File: config.mk
export PLATFORM = sky130hd
export DESIGN_NAME = encoder_turn_unwrap_gear_scale
export DESIGN_NICKNAME = d
export VERILOG_FILES = /design/src/rtl/eturn_pkg.sv /design/src/rtl/eturn_dp.sv /design/src/rtl/eturn_ctrl.sv /design/src/rtl/encoder_turn_unwrap_gear_scale.sv
export VERILOG_INCLUDE_DIRS = /design/src /design/src/rtl
export SDC_FILE = /design/constraint.sdc
export NUM_CORES = 1
export LEC_CHECK = 0
export BUFFER_PORTS_ARGS = -buffer_cell sky130_fd_sc_hd__buf_2
export CORE_MARGIN = 10
export CORE_UTILIZATION = 43
export DETAILED_ROUTE_END_ITERATION = 10
export PLACE_DENSITY_LB_ADDON = 0.12
export SLEW_MARGIN = 20
export SYNTH_ARGS = -nofsm -noshare
export SYNTH_HDL_FRONTEND = slang
export SYNTH_SLANG_ARGS = --single-unit
File: constraint.sdc
create_clock -name clk -period 5.5 [get_ports clk]
set_clock_uncertainty 0.1 [all_clocks]
set_input_delay 0.825 -clock clk [delete_from_list [all_inputs] [get_ports clk]]
set_output_delay 0.825 -clock clk [all_outputs]
set_load 0.03 [all_outputs]
File: src/rtl/assert_macros.svh
// Assertion macros shared by the encoder unwrap RTL.
// Each macro checks on the rising clock and holds off during synchronous reset.
`ifndef ASSERT_MACROS_SVH
`define ASSERT_MACROS_SVH

// Check that prop holds at every clock edge.
`define ASSERT_ALWAYS(lbl, clk, rst_n, prop, msg) \
  lbl: assert property (@(posedge clk) disable iff (!rst_n) (prop)) else $error(msg);

// Check that cons holds in the cycle after ante.
`define ASSERT_NEXT(lbl, clk, rst_n, ante, cons, msg) \
  lbl: assert property (@(posedge clk) disable iff (!rst_n) (ante) |=> (cons)) else $error(msg);

// Check that cons holds in the same cycle as ante.
`define ASSERT_SAME(lbl, clk, rst_n, ante, cons, msg) \
  lbl: assert property (@(posedge clk) disable iff (!rst_n) (ante) |-> (cons)) else $error(msg);

`endif

File: src/rtl/eturn_pkg.sv
// Shared types and constants for the encoder turn unwrap block.
// No dependencies; used by every module under rtl.
`timescale 1ns / 1ps

package eturn_pkg;

  localparam int COUNTS_PER_TURN_DEF = 8192;
  localparam int MAX_RATIO_DEF       = 64;

  localparam int ANGLE_W = 13;
  localparam int THR_W   = 13;
  localparam int RATIO_W = 7;
  localparam int OUT_W   = 15;
  localparam int ADDR_W  = 4;
  localparam int DATA_W  = 32;

  localparam logic [OUT_W-1:0]   SAT_MAX       = 15'h7fff;
  localparam logic [THR_W-1:0]   THR_RESET     = 13'd6992;
  localparam logic [RATIO_W-1:0] RATIO_RESET   = 7'd1;
  localparam logic [RATIO_W-1:0] RATIO_HALVE   = 7'd2;

  typedef enum logic [1:0] {
    REG_WRAP_THRESHOLD = 2'd0,
    REG_GEAR_RATIO     = 2'd1,
    REG_OUTPUT_MODE    = 2'd2,
    REG_UNUSED         = 2'd3
  } reg_idx_t;

  typedef enum logic {
    MODE_DIVIDE = 1'b0,
    MODE_HALVE  = 1'b1
  } out_mode_t;

  typedef struct packed {
    logic start;
    logic div_step;
    logic emit;
  } eturn_cmd_t;

  typedef struct packed {
    logic div_last;
  } eturn_status_t;

endpackage

File: src/rtl/eturn_dp.sv
// Datapath: turn tracking, extended angle, serial restoring divider, result register.
// Depends on eturn_pkg and assert_macros.svh; driven by eturn_ctrl commands.
`timescale 1ns / 1ps
`include "assert_macros.svh"

module eturn_dp #(
  parameter int COUNTS_PER_TURN = eturn_pkg::COUNTS_PER_TURN_DEF,
  parameter int MAX_RATIO       = eturn_pkg::MAX_RATIO_DEF
) (
  input  logic                               clk,
  input  logic                               rst_n,
  input  eturn_pkg::eturn_cmd_t              cmd,
  output eturn_pkg::eturn_status_t           status,
  input  logic [eturn_pkg::ANGLE_W-1:0]      in_raw_angle,
  input  logic                               in_started,
  input  logic [eturn_pkg::THR_W-1:0]        wrap_threshold,
  input  logic [eturn_pkg::RATIO_W-1:0]      gear_ratio,
  input  eturn_pkg::out_mode_t               output_mode,
  output logic [eturn_pkg::OUT_W-1:0]        out_scaled_angle
);
  import eturn_pkg::*;

  localparam int TW   = (MAX_RATIO > 1) ? $clog2(MAX_RATIO) : 1;
  localparam int EW   = $clog2((1 << ANGLE_W) + COUNTS_PER_TURN * (MAX_RATIO - 1));
  localparam int CNTW = $clog2(EW);
  localparam int CMPW = ((TW > RATIO_W) ? TW : RATIO_W) + 1;
  localparam int SW   = (EW > OUT_W) ? EW : OUT_W;

  logic [ANGLE_W-1:0] prev_r, prev_nxt;
  logic [TW-1:0]      turn_r, turn_nxt, turn_upd;
  logic [EW-1:0]      quo_r, quo_nxt;
  logic [RATIO_W-1:0] rem_r, rem_nxt;
  logic [RATIO_W-1:0] div_r, div_nxt;
  logic [CNTW-1:0]    cnt_r, cnt_nxt;
  logic [OUT_W-1:0]   res_r, res_nxt;

  logic [RATIO_W-1:0] ratio;
  logic [ANGLE_W:0]   raw_plus_thr, prev_plus_thr;
  logic               fwd, back;
  logic [CMPW-1:0]    t_inc;
  logic               wrap_up, turn_hi;
  logic [EW-1:0]      ext;
  logic [RATIO_W:0]   shifted;
  logic               ge;
  logic [SW-1:0]      quo_ext;

  always_comb begin
    ratio = gear_ratio;
    if (gear_ratio == '0) begin
      ratio = RATIO_W'(1);
    end else if (int'(gear_ratio) > MAX_RATIO) begin
      ratio = RATIO_W'(MAX_RATIO);
    end
  end

  always_comb begin
    raw_plus_thr  = {1'b0, in_raw_angle} + {1'b0, wrap_threshold};
    prev_plus_thr = {1'b0, prev_r} + {1'b0, wrap_threshold};
    fwd     = raw_plus_thr < {1'b0, prev_r};
    back    = {1'b0, in_raw_angle} > prev_plus_thr;
    t_inc   = CMPW'(turn_r) + CMPW'(1);
    wrap_up = t_inc >= CMPW'(ratio);
    turn_hi = CMPW'(turn_r) >= CMPW'(ratio);
    turn_upd = turn_r;
    if (fwd) begin
      turn_upd = wrap_up ? '0 : t_inc[TW-1:0];
    end else if (back) begin
      turn_upd = ((turn_r == '0) || turn_hi) ? TW'(ratio - RATIO_W'(1)) : turn_r - TW'(1);
    end
    if (in_started) begin
      ext = EW'(in_raw_angle) + EW'(turn_upd) * EW'(COUNTS_PER_TURN);
    end else begin
      ext = EW'(in_raw_angle);
    end
  end

  always_comb begin
    shifted = {rem_r, quo_r[EW-1]};
    ge      = shifted >= {1'b0, div_r};
    quo_ext = SW'(quo_r);
  end

  always_comb begin
    prev_nxt = prev_r;
    turn_nxt = turn_r;
    quo_nxt  = quo_r;
    rem_nxt  = rem_r;
    div_nxt  = div_r;
    cnt_nxt  = cnt_r;
    res_nxt  = res_r;
    if (cmd.start) begin
      prev_nxt = in_raw_angle;
      if (in_started) begin
        turn_nxt = turn_upd;
      end
      quo_nxt = ext;
      rem_nxt = '0;
      div_nxt = (output_mode == MODE_HALVE) ? RATIO_HALVE : ratio;
      cnt_nxt = CNTW'(EW - 1);
    end else if (cmd.div_step) begin
      rem_nxt = ge ? RATIO_W'(shifted - {1'b0, div_r}) : shifted[RATIO_W-1:0];
      quo_nxt = {quo_r[EW-2:0], ge};
      cnt_nxt = cnt_r - CNTW'(1);
    end
    if (cmd.emit) begin
      res_nxt = (quo_ext > SW'(SAT_MAX)) ? SAT_MAX : quo_ext[OUT_W-1:0];
    end
  end

  always_ff @(posedge clk) begin
    if (!rst_n) begin
      prev_r <= '0;
      turn_r <= '0;
    end else begin
      prev_r <= prev_nxt;
      turn_r <= turn_nxt;
    end
  end

  always_ff @(posedge clk) begin
    quo_r <= quo_nxt;
    rem_r <= rem_nxt;
    div_r <= div_nxt;
    cnt_r <= cnt_nxt;
    res_r <= res_nxt;
  end

  assign status.div_last  = (cnt_r == '0);
  assign out_scaled_angle = res_r;

  `ASSERT_SAME(a_rem_below_div, clk, rst_n, cmd.div_step, rem_r < div_r, "remainder not below divisor")
  `ASSERT_NEXT(a_turn_hold_idle, clk, rst_n, cmd.start && !in_started, $stable(turn_r), "turn count moved while not started")

endmodule

File: src/rtl/eturn_ctrl.sv
// Controller: sequences accept, divide and emit for one item at a time.
// Depends on eturn_pkg and assert_macros.svh; commands eturn_dp.
`timescale 1ns / 1ps
`include "assert_macros.svh"

module eturn_ctrl (
  input  logic                     clk,
  input  logic                     rst_n,
  input  logic                     in_valid,
  output logic                     in_stall,
  output logic                     out_valid,
  input  logic                     out_stall,
  output eturn_pkg::eturn_cmd_t    cmd,
  input  eturn_pkg::eturn_status_t status
);
  import eturn_pkg::*;

  typedef enum logic [2:0] {
    S_IDLE = 3'b001,
    S_DIV  = 3'b010,
    S_DONE = 3'b100
  } state_t;

  state_t state_r, state_nxt;
  logic   out_valid_r, out_valid_nxt;
  logic   out_free;

  assign out_free = !out_valid_r || !out_stall;

  always_comb begin
    state_nxt    = state_r;
    cmd.start    = 1'b0;
    cmd.div_step = 1'b0;
    cmd.emit     = 1'b0;
    case (state_r)
      S_IDLE: begin
        if (in_valid) begin
          cmd.start = 1'b1;
          state_nxt = S_DIV;
        end
      end
      S_DIV: begin
        cmd.div_step = 1'b1;
        if (status.div_last) begin
          state_nxt = S_DONE;
        end
      end
      S_DONE: begin
        if (out_free) begin
          cmd.emit  = 1'b1;
          state_nxt = S_IDLE;
        end
      end
      default: state_nxt = S_IDLE;
    endcase
  end

  always_comb begin
    out_valid_nxt = out_valid_r;
    if (out_valid_r && !out_stall) begin
      out_valid_nxt = 1'b0;
    end
    if (cmd.emit) begin
      out_valid_nxt = 1'b1;
    end
  end

  always_ff @(posedge clk) begin
    if (!rst_n) begin
      state_r     <= S_IDLE;
      out_valid_r <= 1'b0;
    end else begin
      state_r     <= state_nxt;
      out_valid_r <= out_valid_nxt;
    end
  end

  assign in_stall  = (state_r != S_IDLE);
  assign out_valid = out_valid_r;

  `ASSERT_NEXT(a_accept_to_div, clk, rst_n, in_valid && !in_stall, state_r == S_DIV, "accept did not start divide")
  `ASSERT_NEXT(a_div_to_done, clk, rst_n, (state_r == S_DIV) && status.div_last, state_r == S_DONE, "divide did not finish")
  `ASSERT_SAME(a_valid_from_done, clk, rst_n, $rose(out_valid_r), $past(state_r == S_DONE), "result raised outside done")

endmodule

File: src/rtl/encoder_turn_unwrap_gear_scale.sv
// Top level of the multi-turn encoder unwrap with gear scaling.
// Holds the configuration registers; instantiates eturn_ctrl and eturn_dp, using types from eturn_pkg.
//
//   port group   direction   handshake            payload
//   in_          input       in_valid/in_stall    in_raw_angle, in_started
//   out_         output      out_valid/out_stall  out_scaled_angle
//   p*           config      psel/penable/pready  paddr, pwdata, prdata
//
// Each item is accepted and unwrapped, then divided by the serial divider, one quotient
// bit a cycle over EW bits, EW being the extended angle width (19 at the defaults), then
// loaded into the result register; only then is the next item accepted.
// Reset clears the previous angle, the turn count and the registers to their defaults.
// A held result does not block the next accept; a new result waits in the controller.
`timescale 1ns / 1ps

module encoder_turn_unwrap_gear_scale #(
  parameter int COUNTS_PER_TURN = eturn_pkg::COUNTS_PER_TURN_DEF,
  parameter int MAX_RATIO       = eturn_pkg::MAX_RATIO_DEF
) (
  input  logic                           clk,
  input  logic                           rst_n,
  input  logic                           in_valid,
  output logic                           in_stall,
  input  logic [eturn_pkg::ANGLE_W-1:0]  in_raw_angle,
  input  logic                           in_started,
  output logic                           out_valid,
  input  logic                           out_stall,
  output logic [eturn_pkg::OUT_W-1:0]    out_scaled_angle,
  input  logic                           psel,
  input  logic                           penable,
  input  logic                           pwrite,
  input  logic [eturn_pkg::ADDR_W-1:0]   paddr,
  input  logic [eturn_pkg::DATA_W-1:0]   pwdata,
  output logic [eturn_pkg::DATA_W-1:0]   prdata,
  output logic                           pready
);
  import eturn_pkg::*;

  logic [THR_W-1:0]   wrap_threshold_r, wrap_threshold_nxt;
  logic [RATIO_W-1:0] gear_ratio_r, gear_ratio_nxt;
  out_mode_t          output_mode_r, output_mode_nxt;
  reg_idx_t           reg_idx;
  logic               cfg_wr;
  eturn_cmd_t         cmd;
  eturn_status_t      status;

  assign pready  = 1'b1;
  assign reg_idx = reg_idx_t'(paddr[3:2]);
  assign cfg_wr  = psel && penable && pwrite && pready;

  always_comb begin
    wrap_threshold_nxt = wrap_threshold_r;
    gear_ratio_nxt     = gear_ratio_r;
    output_mode_nxt    = output_mode_r;
    if (cfg_wr) begin
      case (reg_idx)
        REG_WRAP_THRESHOLD: wrap_threshold_nxt = pwdata[THR_W-1:0];
        REG_GEAR_RATIO:     gear_ratio_nxt     = pwdata[RATIO_W-1:0];
        REG_OUTPUT_MODE:    output_mode_nxt    = out_mode_t'(pwdata[0]);
        default: ;
      endcase
    end
  end

  always_comb begin
    case (reg_idx)
      REG_WRAP_THRESHOLD: prdata = DATA_W'(wrap_threshold_r);
      REG_GEAR_RATIO:     prdata = DATA_W'(gear_ratio_r);
      REG_OUTPUT_MODE:    prdata = DATA_W'(output_mode_r);
      default:            prdata = '0;
    endcase
  end

  always_ff @(posedge clk) begin
    if (!rst_n) begin
      wrap_threshold_r <= THR_RESET;
      gear_ratio_r     <= RATIO_RESET;
      output_mode_r    <= MODE_DIVIDE;
    end else begin
      wrap_threshold_r <= wrap_threshold_nxt;
      gear_ratio_r     <= gear_ratio_nxt;
      output_mode_r    <= output_mode_nxt;
    end
  end

  eturn_ctrl u_ctrl (
    .clk       (clk),
    .rst_n     (rst_n),
    .in_valid  (in_valid),
    .in_stall  (in_stall),
    .out_valid (out_valid),
    .out_stall (out_stall),
    .cmd       (cmd),
    .status    (status)
  );

  eturn_dp #(
    .COUNTS_PER_TURN (COUNTS_PER_TURN),
    .MAX_RATIO       (MAX_RATIO)
  ) u_dp (
    .clk              (clk),
    .rst_n            (rst_n),
    .cmd              (cmd),
    .status           (status),
    .in_raw_angle     (in_raw_angle),
    .in_started       (in_started),
    .wrap_threshold   (wrap_threshold_r),
    .gear_ratio       (gear_ratio_r),
    .output_mode      (output_mode_r),
    .out_scaled_angle (out_scaled_angle)
  );

endmodule
-- After elaboration in Yosys (flattened, before gate mapping)
Cells that the tools add are included.
- eq/ne operators: 9
- order comparisons: 7
- add/subtract/negate cells: 8
- reductions and logical operators: 18
- multiplexer cells: 22
- operators by type and width (kind ; number):
    two-way mux 19 bit ; 3
    one-hot mux 13 bit (3 select lines) ; 1
    adder 13 x 13 -> 14 bit ; 2
    two-way mux 6 bit ; 4
    two-way mux 7 bit ; 3
    adder 13 x 19 -> 19 bit ; 1
    greater-than comparator 19 x 15 -> 1 bit, second input constant ; 1
    greater-than comparator 13 x 14 -> 1 bit ; 1
    less-than comparator 14 x 13 -> 1 bit ; 1
    subtractor 6 x 1 -> 6 bit, second input constant ; 2
    two-way mux 3 bit ; 3
    one-hot mux 3 bit (3 select lines) ; 1
    greater-or-equal comparator 8 x 7 -> 1 bit ; 1
    AND reduction 2 bit ; 4
    adder 6 x 1 -> 7 bit, second input constant ; 1
    greater-or-equal comparator 6 x 7 -> 1 bit ; 1
    greater-or-equal comparator 7 bit ; 1
    greater-than comparator 7 bit, second input constant ; 1
    logical NOT 7 bit ; 1
    two-way mux 1 bit ; 7
    subtractor 7 bit ; 1
    logical NOT 6 bit ; 1
    logical NOT 5 bit ; 1
    subtractor 5 x 1 -> 5 bit, second input constant ; 1
    other kinds (14) ; 20
- input port bits: 57
- output and inout bits: 50
- register bits after elaboration: 97
- word-level logic and storage cells: 76

-- Longest topological paths before layout
Gate-level depths: netlist of the first run.
- depth in word-level cells: 11
- mapped depth: 20
- mapped depth without buffers: 20

-- Hierarchy
Synthesis of the first run repeated with hierarchy kept, for this count alone.
- cell total of the unflattened synthesis: 779
- area, all modules: 7036.7 µm²
- modules (own cells, without submodules) (module ; seq. area each (µm²) ; cells an instance ; area each (µm²) ; times used):
    eturn_dp ; 1851.8 ; 617 ; 5581.6 ; 1
    encoder_turn_unwrap_gear_scale ; 420.4 ; 136 ; 1226.2 ; 1
    eturn_ctrl ; 80.1 ; 26 ; 229.0 ; 1

-- Least setup slack after synthesis of the first run
No wires, ideal clock.
- path kind: in2reg
- start: input in_raw_angle[0] (netlist bit)
- end: register u_dp.quo_r[16] (netlist: u_dp.quo_ext[16]) (data pin)
- path buffers: 1
- data required time: 5.144 ns
- library setup time: 0.256 ns
- stages: 18
- arrival: 4.439 ns
- slack: 0.704 ns
- cell sequence: ha_1 > fa_1 > a21o_1 > a21oi_1 > o21bai_1 > a21oi_1 > o21bai_1 > a21oi_1 > xnor2_1 > ha_1 > a21o_1 > a211o_1 > a221oi_1 > o221ai_1 > buf_2 > a22o_1 > a221o_1 > a22o_1
- cells in the longest elaborated chain, start to end: 6
- elaborated cells on any way between the ends: 8
- classes of those cells: 2 x add/sub; 2 x order compare; 4 x mux
- RTL lines (item ; line ; source):
    start: declaration ; encoder_turn_unwrap_gear_scale.sv:24 ; input logic [eturn_pkg::ANGLE_W-1:0] in_raw_angle,
    adder 13 x 13 -> 14 bit or greater-than comparator 13 x 14 -> 1 bit (tied branches) ; eturn_dp.sv:57, eturn_dp.sv:60 ;
    less-than comparator 14 x 13 -> 1 bit or two-way mux 6 bit (tied branches) ; eturn_dp.sv:59, eturn_dp.sv:67 ;
    two-way mux 6 bit ; eturn_dp.sv:65 ; if (fwd) begin
    adder 13 x 19 -> 19 bit (*) ; eturn_dp.sv:71 ; ext = EW'(in_raw_angle) + EW'(turn_upd) * EW'(COUNTS_PER_TURN);
    two-way mux 19 bit (*) ; eturn_dp.sv:70 ; if (in_started) begin
    two-way mux 19 bit (*) ; eturn_dp.sv:91 ; if (cmd.start) begin
    named net u_dp.quo_nxt[16] ; eturn_dp.sv:31 ; logic [EW-1:0] quo_r, quo_nxt;
    end signal: assignment ; eturn_dp.sv:121 ; quo_r <= quo_nxt;
    end: declaration ; eturn_dp.sv:31 ;
The timed path passes the listed nets; every way through them passes the cells marked *.
A chain may end at the register's enable or synchronous reset.

-- Final worst setup path of the first run
- start: register wrap_threshold_r[0]
- end: register u_dp.quo_r[16] (netlist: u_dp.quo_ext[16]) (data pin)
- cells in the longest elaborated chain, start to end: 7
- elaborated cells on any way between the ends: 9
- classes of those cells: 3 x add/sub; 2 x order compare; 4 x mux
- RTL lines (item ; line ; source):
    start: declaration ; encoder_turn_unwrap_gear_scale.sv:39 ; logic [THR_W-1:0] wrap_threshold_r, wrap_threshold_nxt;
    start signal: assignment ; encoder_turn_unwrap_gear_scale.sv:80 ; wrap_threshold_r <= wrap_threshold_nxt;
    adder 13 x 13 -> 14 bit ; eturn_dp.sv:58 ; prev_plus_thr = {1'b0, prev_r} + {1'b0, wrap_threshold};
    greater-than comparator 13 x 14 -> 1 bit ; eturn_dp.sv:60 ; back = {1'b0, in_raw_angle} > prev_plus_thr;
    two-way mux 6 bit ; eturn_dp.sv:67 ; end else if (back) begin
    two-way mux 6 bit (*) ; eturn_dp.sv:65 ;
    adder 13 x 19 -> 19 bit (*) ; eturn_dp.sv:71 ;
    two-way mux 19 bit (*) ; eturn_dp.sv:70 ;
    two-way mux 19 bit (*) ; eturn_dp.sv:91 ;
    named net u_dp.quo_nxt[16] ; eturn_dp.sv:31 ;
Marks and branches as above.

==> results of run 1 <==
-- stage by stage --
step | hold slack, ns | instance area [um^2] | util, %
finish | 0.380 | 7510 | 49.0
global route | 0.419 | 7510 | 49.0
CTS | 0.383 | 7510 | 49.0
detailed placement | 0.367 | 7230 | 47.2
global placement | 0.341 | 7230 | 47.2
floorplan | 0.326 | 6810 | -
-- cell families after synthesis --
| family | synth area share [%] |
|---|---|
| xor gates and xnor gates | 4.41 |
| DFF | 34.9 |
| and+or+nand+nor | 18.9 |
| other | 0.111 |
| muxes | 3.13 |
| buffers and inverters | 5.71 |
| AOI/OAI and AO/OA | 18.2 |
| adders and majority gates | 14.6 |
-- path summary, 6_finish.rpt --
path                       startpoint               end  slack (ns)
setup / recovery  wrap_threshold_r[0]  u_dp.quo_ext[16]        0.37
hold / removal          u_dp.rem_r[6]     u_dp.rem_r[6]        0.38
setup reg to reg  wrap_threshold_r[0]  u_dp.quo_ext[16]        0.37
hold reg to reg         u_dp.rem_r[6]     u_dp.rem_r[6]        0.38
-- state kept, by name, indices dropped and copies added, names as in the netlist --
register / cells
u_dp.turn_r: 6
u_dp.quo_ext: 19
output_mode_r: 1
u_ctrl.out_valid: 1
gear_ratio_r: 7
u_dp.out_scaled_angle: 15
u_ctrl.state_r: 3
u_dp.prev_r: 13
u_dp.rem_r: 7
u_dp.div_r: 7
wrap_threshold_r: 13
u_dp.cnt_r: 5
-- metal layers --
| layer | track usage, % | share of wire (%) | wire [um] |
|---|---|---|---|
| met3 | 3.66 | 5.3 | 908 |
| met1 | 21.3 | 49 | 8440 |
| met5 | 0 | 0 | 0 |
| met4 | 5.11 | 1.5 | 265 |
| met2 | 24.5 | 44 | 7490 |
-- area by class of cell --
cell class | instances | area share [%]
Clock buffer | 12 | 3.42
Clock inverter | 4 | 0.250
Inverter | 36 | 1.80
Multi-Input combinational cell | 602 | 54.4
Sequential cell | 97 | 31.3
Tap cell | 211 | 3.52
Timing Repair Buffer | 75 | 5.33
-- layout by cell type, fill, tap and decap left out, types with 25 or more instances in the layout --
cell type and count:
buf_2 65, a21oi_1 42, nor2_1 45, inv_1 36, dfxtp_1 56, nand2_1 116, a21boi_0 25, o21ai_0 43
ha_1 74, edfxtp_1 41
-- power by group through the flow --
| stage | combinational [mW] | clock (mW) | sequential (mW) |
|---|---|---|---|
| finish | 0.497 | 0.591 | 0.828 |
| global route | 0.556 | 0.631 | 0.832 |
| CTS | 0.493 | 0.605 | 0.827 |
| detailed placement | 0.490 | 0 | 0.843 |
| global placement | 0.478 | 0 | 0.842 |
| floorplan | 0.390 | 0 | 0.824 |
-- critical path, delay by kind of cell, from the launching register on --
kind                     cells  cell delay [ns]
AO/OA/AOI/OAI                8             1.87
AND/OR/NAND/NOR              7             1.42
adder cells (fa/ha/maj)      3             0.91
flip-flops                   1             0.38
XOR/XNOR                     1             0.14
buffers and inverters        1             0.06
==> reports/metrics.csv, run 1 <==
metric,value,unit
status,"finished, final reports clean",
start_util,44.1,%
wl_per_cell,16.5,um
synth-seq-cells,97,
ir_worst_vdd,0.172,mV
finalHoldViolCount,0,
clock.fmax,195,MHz
io_buffers,65,
via_count,5600,
synth_top_area_share,18.2,%
required,5.50,ns
fin_ws,0.367,ns
hold_class,flop to flop,
cp_max_fo,10,
crit_chain,ha_1 > inv_1 > fa_1 > nor2b_1 > o21ai_0 > nand2b_1 > a21oi_1 > o21ai_0 > a41oi_1 > nor2b_1 > xor2_1 > ha_1 > nand4_1 > nor4_1 > or4_4 > a311oi_4 > nand2_4 > a22o_1 > a221o_1 > a22o_1,
clockBufferDepth,2,
cts_sinks,97,
area_growth,11.3,%
synth_cell_types,65,
grt_overflow,0,
critPathLaunchType,flop,
whs_path_depth,2,
cp-end-kind,flop,
drive_gt1_share,12.6,%
drt_first_pass_iters,5,
htree_levels,3,
grt_pass1_wl,27.9,mm
yosys_warnings,0,
combPwrFrac,26.0,%
cts_resized,0,
grt_util_all_layers,15.8,%
wirelength,17.1,mm
slowest_delay,0.53,ns
slew_headroom,45.6,%
swShare,31.1,%
power_leakage,3.19,nW
p_seq_share,43.2,%
grt_pass1_vias,5570,
grt_antenna_before_repair,0,
cts_hold_buf,0,
syn_avg_cell_area,8.84,um^2
fin_cells,1037,
viasPerCell,5.40,
critPathKind,flop to flop,
setup_viol,0,
ys_seq_area_share,34.9,%
ys_top_cells_by_count,"nand2_1, ha_1, dfxtp_1, nor2_1, o21ai_0",
synth.area.top_cells,"edfxtp_1, dfxtp_1, ha_1",
ys_async_sr_fraction,0,%
die_w,145,um
p_clk_share,30.8,%
cts_tree,yes,
hpwl,13.4,mm
grt_max_degree,47,
synth-edff-count,41,
insertedDiodeCount,0,
netlist_area,0.00675,mm^2
tightest_slew,0.815,ns
dpl_worst_slack,0.0939,ns
io_pins,107,
nFillCells,1500,
cts.clk_slew.worst_paths,0.06,ns
fin_crit_sh,93.3,%
period_needed,5.13,ns
internal-power,1.32,mW
clk_latency,0.35,ns
final_nets,955,
power_density,255,mW/mm^2
core,0.0153,mm^2
synth_ff_type,dfxtp_1,
ant_nets,0,
seq_area,0.00235,mm^2
cp.arrival,5.13,ns
numPlacedInstances,1021,
drv_slew,0,
power,1.92,mW
synth.most_common_cell,nand2_1,
ff2ff_path_depth,20,
crit_path_top_delay_cell,or4_4,
gp_congestion,0.887,
multiInputGateArea,0.00408,mm^2
yosysTopAreaCell,edfxtp_1,
syn_inst,763,
die-height,145,um
cts_made_buffers,9,
tns,0,ns
rows,45,
drcViolationCount,0,
die-area,0.0211,mm^2
switching_power,595,uW
rsz0062_at_grt,false,
drt-initial-drc-count,375,
drv_cap,0,
post_cts.repair.setup_buffers,0,
cts_root_buffer,clkbuf_16,
(Power assumes the default switching activity.)
==> run 2, diff against run 1 <==
Settings changed: ABC_AREA set to 1, RECOVER_POWER set to 50.
==> run 2 against run 1 <==
The run now ends with max-capacitance violations, max-slew violations left. Routed wire length is 2.8% lower. Synthesized area is 0.35% lower. Critical path depth increased by 8. Sequential share of layout area grew 0.36 points. Worst setup slack improved by 0.82 ns. Highest routed layer unchanged. Sequential power hardly changed. Combinational power fell by 4.6%. Synthesized cell count up 16%.
==> reports/metrics.csv, run 2 <==
metric,value,unit,change
rr_startpoint,wrap_threshold_r[0],,
tightest_slew,1.90,ns,+1.08 ns
crit_path_top_delay_cell,fa_1,,
wl_per_cell,14.3,um,-13%
hold_end,u_dp.rem_r[6],,
placed_area,0.00720,mm^2,-0.50%
power_leakage,3.55,nW,+11%
synth-seq-cells,97,,unchanged
core,0.0153,mm^2,-0.37%
hold_class,flop to flop,,
tns,0,ns,unchanged
min-delay-start,u_dp.rem_r[6],,
cts_made_buffers,9,,unchanged
insertedDiodeCount,0,,unchanged
ir_worst_vdd,0.164,mV,-4.7%
synth_top_area_share,18.3,%,+0.065 points
slew_headroom,-26.6,%,-72 points
startpoint,wrap_threshold_r[0],,
drv_slew,41,,+41
synth_ff_type,dfxtp_1,,
synth-edff-count,41,,unchanged
wirelength,16.6,mm,-2.8%
cts_sinks,97,,unchanged
drcViolationCount,0,,unchanged
yosys_warnings,0,,unchanged
whs_path_depth,2,,unchanged
clk_latency,0.35,ns,about the same
largest_reg_flops,19,,unchanged
power_density,257,mW/mm^2,+0.75%
hold_ws,0.358,ns,-0.0215 ns
status,finished with violations,,
fin_util,48.7,%,-0.38 points
gp_congestion,0.862,,-2.9%
rsz0062_at_grt,false,,
io_buffers,65,,unchanged
clockBufferDepth,2,,unchanged
via_count,5664,,+1.1%
ys_async_sr_fraction,0,%,unchanged
ff2ff_path_depth,28,,+40%
critPathKind,flop to flop,,
grt_antenna_before_repair,0,,unchanged
grt_pass1_wl,27.7,mm,-0.94%
htree_levels,3,,unchanged
synth.most_common_cell,nand2_1,,
drt_first_pass_iters,4,,-1
rr_endpoint,u_dp.quo_ext[15],,
syn_inst,887,,+16%
syn_avg_cell_area,7.58,um^2,-14%
reg2reg_setup_slack,1.19,ns,+0.82 ns
final_nets,1082,,+13%
die-area,0.0210,mm^2,-0.30%
final_area,0.00742,mm^2,-1.1%
cp-end-kind,flop,,
cp_max_fo,10,,unchanged
drt-initial-drc-count,293,,-22%
netlist_area,0.00672,mm^2,-0.35%
ys_top_cells_by_count,"nand2_1, inv_1, a21oi_1, ha_1, nor2_1",,
grt_util_all_layers,15.8,%,-0.019 points
period_needed,4.31,ns,-0.821 ns
io_pins,107,,unchanged
ys_seq_area_share,35.0,%,+0.12 points
cts.clk_slew.worst_paths,0.07,ns,about the same
critPathLaunchType,flop,,
cts_hold_buf,0,,unchanged
worst_path_most_repeated_cell,nand2_1,,
rows,45,,unchanged
synth.area.top_cells,"edfxtp_1, dfxtp_1, ha_1",,
synth_cell_types,46,,-29%
die-height,145,um,-0.15%
final_common_cell,nand2_1,,
clock.fmax,232,MHz,+19%
post_cts.repair.setup_buffers,0,,unchanged
finalHoldViolCount,0,,unchanged
yosysTopAreaCell,edfxtp_1,,
required,5.43,ns,-0.07 ns
grt_max_degree,41,,-13%
drive_gt1_share,8.29,%,-4.3 points
cts_resized,0,,unchanged
fin_crit_sh,78.4,%,-15 points
highest_layer,met4,,
ant_nets,0,,unchanged
drv_cap,1,,+1
wl_met1,8.49,mm,+0.63%
hpwl,13.2,mm,-2.1%
power,1.91,mW,-0.41%
start_util,44.1,%,about the same
cts_tree,yes,,
viasPerCell,4.87,,-9.9%
cts_root_buffer,clkbuf_16,,
wl_met3,976,um,+7.5%
violations,"max-capacitance violations, max-slew violations",,
grt_pass1_vias,5492,,-1.4%
cp.arrival,4.24,ns,-0.89 ns
area_growth,10.4,%,
wl_met2,6.94,mm,-7.3%
setup_viol,0,,unchanged
die_w,145,um,-0.15%
grt_overflow,0,,unchanged
mostFrequentLayoutCells,"nand2_1, inv_1, a21oi_1",,
slowest_delay,0.43,ns,-0.10 ns
[run 2: cell count changes in the layout (fill, tap and decap cells not counted), sizes merged, moves of 11 or more]
cell | before | now
buf | 75 | 45
o21ai | 44 | 70
xnor2 | 18 | 7
nand2 | 117 | 192
inv | 36 | 140
a21boi | 25 | 3
a21oi | 44 | 81
clkbuf | 12 | 33
nor2 | 45 | 72
mux2i | 20 | 0
nor2b | 14 | 2
nand2b | 20 | 0
[run 2: area by class of cell]
cell class,instances,area (um^2)
Fill cell,1553,7840
Multi-Input combinational cell,633,3700
Sequential cell,97,2350
Inverter,139,522
Timing Repair Buffer,68,312
Tap cell,211,264
Clock buffer,10,229
Clock inverter,6,41.3
[run 2: power breakdown]
| part | total (mW) | internal [mW] | switching (mW) | leakage, nW |
|---|---|---|---|---|
| Sequential | 0.830 | 0.803 | 0.0272 | 0.844 |
| Clock | 0.604 | 0.309 | 0.294 | 0.137 |
| Combinational | 0.474 | 0.162 | 0.312 | 2.57 |
[run 2: critical path, delay by kind of cell (launching register included)]
family                     cells  cell delay [ns]
AOI/OAI and AO/OA              4             0.63
DFF                            1             0.41
and+or+nand+nor               17             1.55
adders and majority gates      3             0.96
buffers and inverters          4             0.34
[run 2: how the worst max path moves through the flow]
stage | to | slack (ns) | cells past startpoint
3_3_place_gp | u_dp.quo_ext[14] | 1.18 | 21
2_1_floorplan | u_dp.quo_ext[13] | 1.79 | 22
4_1_cts | u_dp.quo_ext[15] | 1.20 | 28
6_report | u_dp.quo_ext[15] | 1.19 | 28
3_5_place_dp | u_dp.quo_ext[14] | 1.18 | 22
5_1_grt | u_dp.quo_ext[15] | 0.58 | 28
[run 2: kinds of logic after synthesis]
logic type               count (synthesis)  share of synthesized area (%)
XOR/XNOR                                30                           3.91
adder cells (fa/ha/maj)                 77                           14.7
AND/OR/NAND/NOR                        326                           20.6
AO/OA/AOI/OAI                          180                           14.8
buffers and inverters                  175                           10.9
other                                    2                          0.112
flip-flops                              97                           35.0
[run 2: layer usage]
layer  vias up  global-route usage [%]
li1       3000                       -
met5         -                       0
met4         0                    4.95
met2       123                    23.6
met1      2529                    22.1
met3        12                    3.45
[run 2: stage by stage]
stage	setup slack (ns)	instances
after floorplan	1.79	905
after detailed placement	1.18	1148
after global placement	1.18	1148
after global routing	0.576	1164
after CTS	1.20	1164
final	1.19	1164
